`src/rtl/spgcd_pkg.sv`:
```
`default_nettype none
package spgcd_pkg;

    // rotation count of every cordic run
    localparam int CORDIC_STEPS = 24;
    localparam int CNT_W        = 6;

    // fixed-point constants, angles in q30 radians
    localparam logic signed [35:0] ANG_PI      = 36'sd3373259426;
    localparam logic signed [35:0] ANG_HALF_PI = 36'sd1686629713;
    localparam logic signed [35:0] ANG_TWO_PI  = 36'sd6746518852;
    localparam logic signed [35:0] GAIN_INV    = 36'sd652032874;
    localparam logic signed [35:0] ONE_Q30     = 36'sd1073741824;
    localparam logic [30:0]        CONV_MUL    = 31'd1686629713;
    localparam logic [29:0]        CONV_DIV    = 30'd900000000;
    // floor(2^32 * CONV_MUL / CONV_DIV), estimate is at most one below
    localparam logic [32:0]        CONV_RECIP  = 33'd8048910508;
    localparam logic [30:0]        DIAM_CM     = 31'd1274200000;
    localparam logic [30:0]        DIST_MAX    = 31'h7fffffff;

    // datapath operations
    localparam int OP_W = 5;
    localparam logic [OP_W-1:0] OP_NONE    = 5'd0;
    localparam logic [OP_W-1:0] OP_LOAD    = 5'd1;
    localparam logic [OP_W-1:0] OP_CMUL    = 5'd2;
    localparam logic [OP_W-1:0] OP_DIV     = 5'd3;
    localparam logic [OP_W-1:0] OP_DEND    = 5'd4;
    localparam logic [OP_W-1:0] OP_SCLD    = 5'd5;
    localparam logic [OP_W-1:0] OP_SCRED   = 5'd6;
    localparam logic [OP_W-1:0] OP_SCFOLD  = 5'd7;
    localparam logic [OP_W-1:0] OP_SCSTEP  = 5'd8;
    localparam logic [OP_W-1:0] OP_SCEND   = 5'd9;
    localparam logic [OP_W-1:0] OP_M1      = 5'd10;
    localparam logic [OP_W-1:0] OP_M2      = 5'd11;
    localparam logic [OP_W-1:0] OP_M3      = 5'd12;
    localparam logic [OP_W-1:0] OP_M4      = 5'd13;
    localparam logic [OP_W-1:0] OP_SQ      = 5'd14;
    localparam logic [OP_W-1:0] OP_ATI     = 5'd15;
    localparam logic [OP_W-1:0] OP_AT      = 5'd16;
    localparam logic [OP_W-1:0] OP_DMUL    = 5'd17;
    localparam logic [OP_W-1:0] OP_DFIN    = 5'd18;

    typedef struct packed {
        logic [OP_W-1:0]  op;
        logic [1:0]       sel;
        logic [CNT_W-1:0] step;
    } t_cmd;

    // atan(2^-i) in q30
    function automatic logic [29:0] f_step_angle(input logic [4:0] i);
        logic [29:0] v;
        case (i)
            5'd0:    v = 30'd843314856;
            5'd1:    v = 30'd497837829;
            5'd2:    v = 30'd263043836;
            5'd3:    v = 30'd133525158;
            5'd4:    v = 30'd67021686;
            5'd5:    v = 30'd33543515;
            5'd6:    v = 30'd16775850;
            5'd7:    v = 30'd8388437;
            5'd8:    v = 30'd4194282;
            5'd9:    v = 30'd2097149;
            5'd31:   v = 30'd0;
            default: v = 30'd1 << (5'd30 - i);
        endcase
        return v;
    endfunction

endpackage
`default_nettype wire

```
`src/rtl/spgcd_ctrl.sv`:
```
`default_nettype none
module spgcd_ctrl (
    input  wire               i_clk,
    input  wire               i_rst_n,
    input  wire               i_in_valid,
    input  wire               i_out_ready,
    output logic              o_in_ready,
    output logic              o_out_valid,
    output spgcd_pkg::t_cmd   o_cmd
);
    import spgcd_pkg::*;

    localparam logic [4:0] S_IDLE   = 5'd0;
    localparam logic [4:0] S_CMUL   = 5'd1;
    localparam logic [4:0] S_DIV    = 5'd2;
    localparam logic [4:0] S_DEND   = 5'd3;
    localparam logic [4:0] S_SCLD   = 5'd4;
    localparam logic [4:0] S_SCRED  = 5'd5;
    localparam logic [4:0] S_SCFOLD = 5'd6;
    localparam logic [4:0] S_SCSTEP = 5'd7;
    localparam logic [4:0] S_SCEND  = 5'd8;
    localparam logic [4:0] S_M1     = 5'd9;
    localparam logic [4:0] S_M2     = 5'd10;
    localparam logic [4:0] S_M3     = 5'd11;
    localparam logic [4:0] S_M4     = 5'd12;
    localparam logic [4:0] S_SQ     = 5'd13;
    localparam logic [4:0] S_ATI    = 5'd14;
    localparam logic [4:0] S_AT     = 5'd15;
    localparam logic [4:0] S_DMUL   = 5'd16;
    localparam logic [4:0] S_DFIN   = 5'd17;

    localparam logic [CNT_W-1:0] CNT_CORDIC = CNT_W'(CORDIC_STEPS - 1);
    localparam logic [CNT_W-1:0] CNT_SQRT   = CNT_W'(31);

    logic [4:0]       r_state, n_state;
    logic [1:0]       r_sel, n_sel;
    logic [CNT_W-1:0] r_cnt, n_cnt;
    logic             r_had, n_had;
    logic             r_have_prev, n_have_prev;
    logic             r_out_valid, n_out_valid;
    logic             w_accept;
    logic             w_fin;

    assign o_in_ready  = (r_state == S_IDLE);
    assign o_out_valid = r_out_valid;
    assign w_accept    = o_in_ready && i_in_valid;
    assign w_fin       = (r_state == S_DFIN) && (!r_out_valid || i_out_ready);

    // sequencing of the whole computation
    always_comb begin
        n_state     = r_state;
        n_sel       = r_sel;
        n_cnt       = r_cnt;
        n_had       = r_had;
        n_have_prev = r_have_prev;
        n_out_valid = r_out_valid;
        o_cmd.op    = OP_NONE;
        o_cmd.sel   = r_sel;
        o_cmd.step  = r_cnt;
        if (r_out_valid && i_out_ready) begin
            n_out_valid = 1'b0;
        end
        unique case (r_state)
            S_IDLE: begin
                if (w_accept) begin
                    o_cmd.op    = OP_LOAD;
                    n_had       = r_have_prev;
                    n_have_prev = 1'b1;
                    n_sel       = 2'd0;
                    n_state     = S_CMUL;
                end
            end
            S_CMUL: begin
                o_cmd.op = OP_CMUL;
                n_state  = S_DIV;
            end
            S_DIV: begin
                o_cmd.op = OP_DIV;
                n_state  = S_DEND;
            end
            S_DEND: begin
                o_cmd.op = OP_DEND;
                if (r_sel == 2'd0) begin
                    n_sel   = 2'd1;
                    n_state = S_CMUL;
                end else if (r_had) begin
                    n_sel   = 2'd0;
                    n_state = S_SCLD;
                end else begin
                    n_state = S_IDLE;
                end
            end
            S_SCLD: begin
                o_cmd.op = OP_SCLD;
                n_state  = S_SCRED;
            end
            S_SCRED: begin
                o_cmd.op = OP_SCRED;
                n_state  = S_SCFOLD;
            end
            S_SCFOLD: begin
                o_cmd.op = OP_SCFOLD;
                n_cnt    = '0;
                n_state  = S_SCSTEP;
            end
            S_SCSTEP: begin
                o_cmd.op = OP_SCSTEP;
                n_cnt    = r_cnt + 1'b1;
                if (r_cnt == CNT_CORDIC) begin
                    n_state = S_SCEND;
                end
            end
            S_SCEND: begin
                o_cmd.op = OP_SCEND;
                n_sel    = r_sel + 1'b1;
                n_state  = (r_sel == 2'd3) ? S_M1 : S_SCLD;
            end
            S_M1: begin
                o_cmd.op = OP_M1;
                n_state  = S_M2;
            end
            S_M2: begin
                o_cmd.op = OP_M2;
                n_state  = S_M3;
            end
            S_M3: begin
                o_cmd.op = OP_M3;
                n_state  = S_M4;
            end
            S_M4: begin
                o_cmd.op = OP_M4;
                n_cnt    = '0;
                n_state  = S_SQ;
            end
            S_SQ: begin
                o_cmd.op = OP_SQ;
                n_cnt    = r_cnt + 1'b1;
                if (r_cnt == CNT_SQRT) begin
                    n_state = S_ATI;
                end
            end
            S_ATI: begin
                o_cmd.op = OP_ATI;
                n_cnt    = '0;
                n_state  = S_AT;
            end
            S_AT: begin
                o_cmd.op = OP_AT;
                n_cnt    = r_cnt + 1'b1;
                if (r_cnt == CNT_CORDIC) begin
                    n_state = S_DMUL;
                end
            end
            S_DMUL: begin
                o_cmd.op = OP_DMUL;
                n_state  = S_DFIN;
            end
            S_DFIN: begin
                if (w_fin) begin
                    o_cmd.op    = OP_DFIN;
                    n_out_valid = 1'b1;
                    n_state     = S_IDLE;
                end
            end
            default: begin
                n_state = S_IDLE;
            end
        endcase
    end

    // control registers
    always_ff @(posedge i_clk) begin
        if (!i_rst_n) begin
            r_state     <= S_IDLE;
            r_sel       <= 2'd0;
            r_cnt       <= '0;
            r_had       <= 1'b0;
            r_have_prev <= 1'b0;
            r_out_valid <= 1'b0;
        end else begin
            r_state     <= n_state;
            r_sel       <= n_sel;
            r_cnt       <= n_cnt;
            r_had       <= n_had;
            r_have_prev <= n_have_prev;
            r_out_valid <= n_out_valid;
        end
    end

endmodule
`default_nettype wire

```
`config.mk`:
```
export PLATFORM = sky130hd
export DESIGN_NAME = spgcd_ctrl
export DESIGN_NICKNAME = d
export VERILOG_FILES = /design/src/rtl/spgcd_pkg.sv /design/src/rtl/spgcd_ctrl.sv
export SDC_FILE = /design/constraint.sdc
export NUM_CORES = 1
export LEC_CHECK = 0
export BUFFER_PORTS_ARGS = -buffer_cell sky130_fd_sc_hd__buf_4
export CORE_ASPECT_RATIO = 2
export CORE_MARGIN = 3
export CORE_UTILIZATION = 40
export DETAILED_ROUTE_END_ITERATION = 8
export SLEW_MARGIN = 20
export SYNTH_ARGS = -nofsm -noshare
export SYNTH_HDL_FRONTEND = slang
export SYNTH_SLANG_ARGS = --single-unit
```
`constraint.sdc`:
```
create_clock -name i_clk -period 1.83 [get_ports i_clk]
set_input_delay 0.0915 -clock i_clk [delete_from_list [all_inputs] [get_ports i_clk]]
set_output_delay 0.0915 -clock i_clk [all_outputs]
set_load 0.05 [all_outputs]
```
==> metrics.txt <==
setup violators final=0; Clock Sinks=16; Final Hold Viols=0; utilization after layout=52.7%; CP Launch Type=flop; setup_tns=0 ns; Peak VDD IR=415 µV; Root Driver=clkbuf_8; top-count cell post-synth=dfxtp_1; die area=0.00335 mm²; Worst R2R Start=r_cnt[0]$_SDFFE_PN0P_; Setup crit end kind=output pin; final worst-path cycle share=93.2%; first-pass GRT wire length=4.48 mm; DR vias/cell=5.81; grt total ovfl=0; wire per inst=14.9 µm; crit path time final=1.71 ns; via count=1063; EDFF count, synth=0; final hold slack=0.132 ns; DRC Markers=0; crit-path max FO=14; largest net degree at the start of global routing=17; Post-CTS Setup Repair Bufs=0; synth cell count leaders=dfxtp_1 (16), nand2_1 (15), nor2_1 (14); FP Rows=25; Final Wtd Congestion=0.807; Die Y=78.9 µm; CP cell instances=nor2_2 > nand2_1 > a211oi_2 > buf_4; Post-Syn Area=0.00106 mm²; Arrival @ worst endpoint=1.61 ns; status=finished clean; H-tree levels=1; sequential area share after synthesis=30.2%; ranking of synthesized cells by area=dfxtp_1 (30%), nand2_1 (5.3%), nor2_1 (4.9%); Initial Utilization=43.5%; kind of cell adding the most delay to the critical path=simple AND/OR/NAND/NOR gates; crit path buf inv count=1; ANT nets after route=0; chip width=42.4 µm; Iter 0 DRT Violations=14; worst endpoint required time=1.74 ns; critical path's largest stage delay=0.46 ns; Reg-to-Reg End=r_state[3]$_SDFFE_PN0P_; clock transition at the registers of the reported paths=0.06 ns; synth warn=0; PwrDens=676 mW/mm²; diodes inserted=0; Slew @ Worst Pin=0.494 ns; Clock Tree Buf Depth=2; Post-DP HPWL=2.09 mm; worst setup path startpoint=r_state[3]$_SDFFE_PN0P_; max-slew violations=0; Port Buf Inserts=18; Most used DFF post-synth=dfxtp_1; Ports=19; number of global-route vias before repair=1051; Post-Place Cells=180; RSZ-0062 raised after global routing=no; Async SR Flop Fraction=0%; Area Overhead vs Synth=21.1%; Synth cell types=43; Reg2Reg Depth=5; CP max-delay cell=dfxtp_1; Skew-Pair Late Insertion Delay=0.25 ns; Reg2Reg Setup Slack=0.18 ns; GRT Util Overall=17.0%; Worst slew margin=67.0%; skew final=0.00161 ns; final net count=165; Synth Instances=138; initial antenna violation count=0; worst setup path end=o_cmd[8]; non-filler cells, final=183; proportion of layout cells with a drive suffix above 1=24.4%; Crit path depth=4; top-area cell type share of the netlist area=30.2%; 1st-pass router iterations=3; Net Count, Synth=145; Num CTS Buffers=3; core area=0.00244 mm²; fmax=586 MHz; routed wire length=2.73 mm; standby leakage power=0.000508 µW; Tot Pwr=870 µW; Tightest Hold Check Type=in2reg; Synth area leader=dfxtp_1; number of fillers in the final layout=275; CP Class=reg2out; synthesis-stage register bit count=16; syn_area_per_cell=7.70 µm²; Max-Cap Viols=0; CTS tree=done
==> cell usage in the layout, fill, tap and decap left out, drive strengths merged, types with 2 or more instances in the layout <==
cell type	synthesis	routed
mux2i	2	2
nand3	10	10
o2111ai	2	2
ha	3	3
nor2b	3	3
a21oi	9	9
xnor2	3	3
inv	6	6
clkbuf	2	3
o21a	4	4
o21ai	4	4
nor4	4	4
nand2b	2	2
nor2	14	14
a21boi	2	2
nor3	4	4
dfxtp	16	16
o32ai	2	2
o22ai	3	3
nand2	16	16
buf	8	25
==> state kept, by name (all words and copies together), names as in the netlist <==
name         flops
r_have_prev      1
r_state          5
o_out_valid      1
r_cnt            6
r_had            1
r_sel            2
==> cell families after synthesis <==
logic type | count (synthesis) | synth area share [%]
XOR/XNOR | 4 | 3.30
adder cells (fa/ha/maj) | 3 | 3.53
buffers and inverters | 16 | 7.18
AO/OA/AOI/OAI | 34 | 23.8
AND/OR/NAND/NOR | 62 | 29.1
multiplexers | 3 | 2.94
flip-flops | 16 | 30.2
==> routing by layer <==
metal	vias up	GRT usage [%]	wire length (µm)
met5	-	0	0
met4	0	7.79	51
met3	6	2.27	66
met2	20	32.9	1530
met1	504	16.9	1080
li1	533	-	-
==> layout make-up <==
cell class              instances  area (µm²)  area share, %
clock buffers                   3        41.3           3.21
inverters                       6        22.5           1.75
multi-input cells             106         678           52.7
flip-flops and latches         16         323           25.1
well taps                      27        33.8           2.63
repair buffers                 25         188           14.6
==> where the power goes <==
part           internal (µW)  switching [µW]
combinational           78.0             140
sequential               361            31.0
clock                    146             114
==> what timing repair did <==
action                                  in CTS  in global routing
resized for setup                            2                  2
pin swaps                                    0                  0
endpoints found under the setup margin       1                  3
hold buffers                                 0                  0
==> through the flow <==
step / setup WS (ns) / area, µm²
finish: 0.124 / 1290
global route: 0.0137 / 1290
CTS: 0.0264 / 1280
detailed placement: 0.149 / 1230
global placement: 0.206 / 1230
floorplan: 0.00281 / 1070
==> how the worst min path moves through the flow <==
| stage | start | end | slack, ns | cells past startpoint |
|---|---|---|---|---|
| 2_1_floorplan | i_in_valid | r_state[3]$_SDFFE_PN0P_ | 0.30 | 2 |
| 3_3_place_gp | i_rst_n | r_cnt[5]$_SDFFE_PN0P_ | 0.39 | 2 |
| 3_5_place_dp | i_rst_n | r_have_prev$_SDFFE_PN0N_ | 0.39 | 2 |
| 4_1_cts | i_rst_n | r_cnt[5]$_SDFFE_PN0P_ | 0.13 | 2 |
| 5_1_grt | i_rst_n | r_cnt[5]$_SDFFE_PN0P_ | 0.15 | 2 |
| 6_report | i_rst_n | r_cnt[5]$_SDFFE_PN0P_ | 0.13 | 2 |
Note: power is estimated with default switching activity, not from simulation.
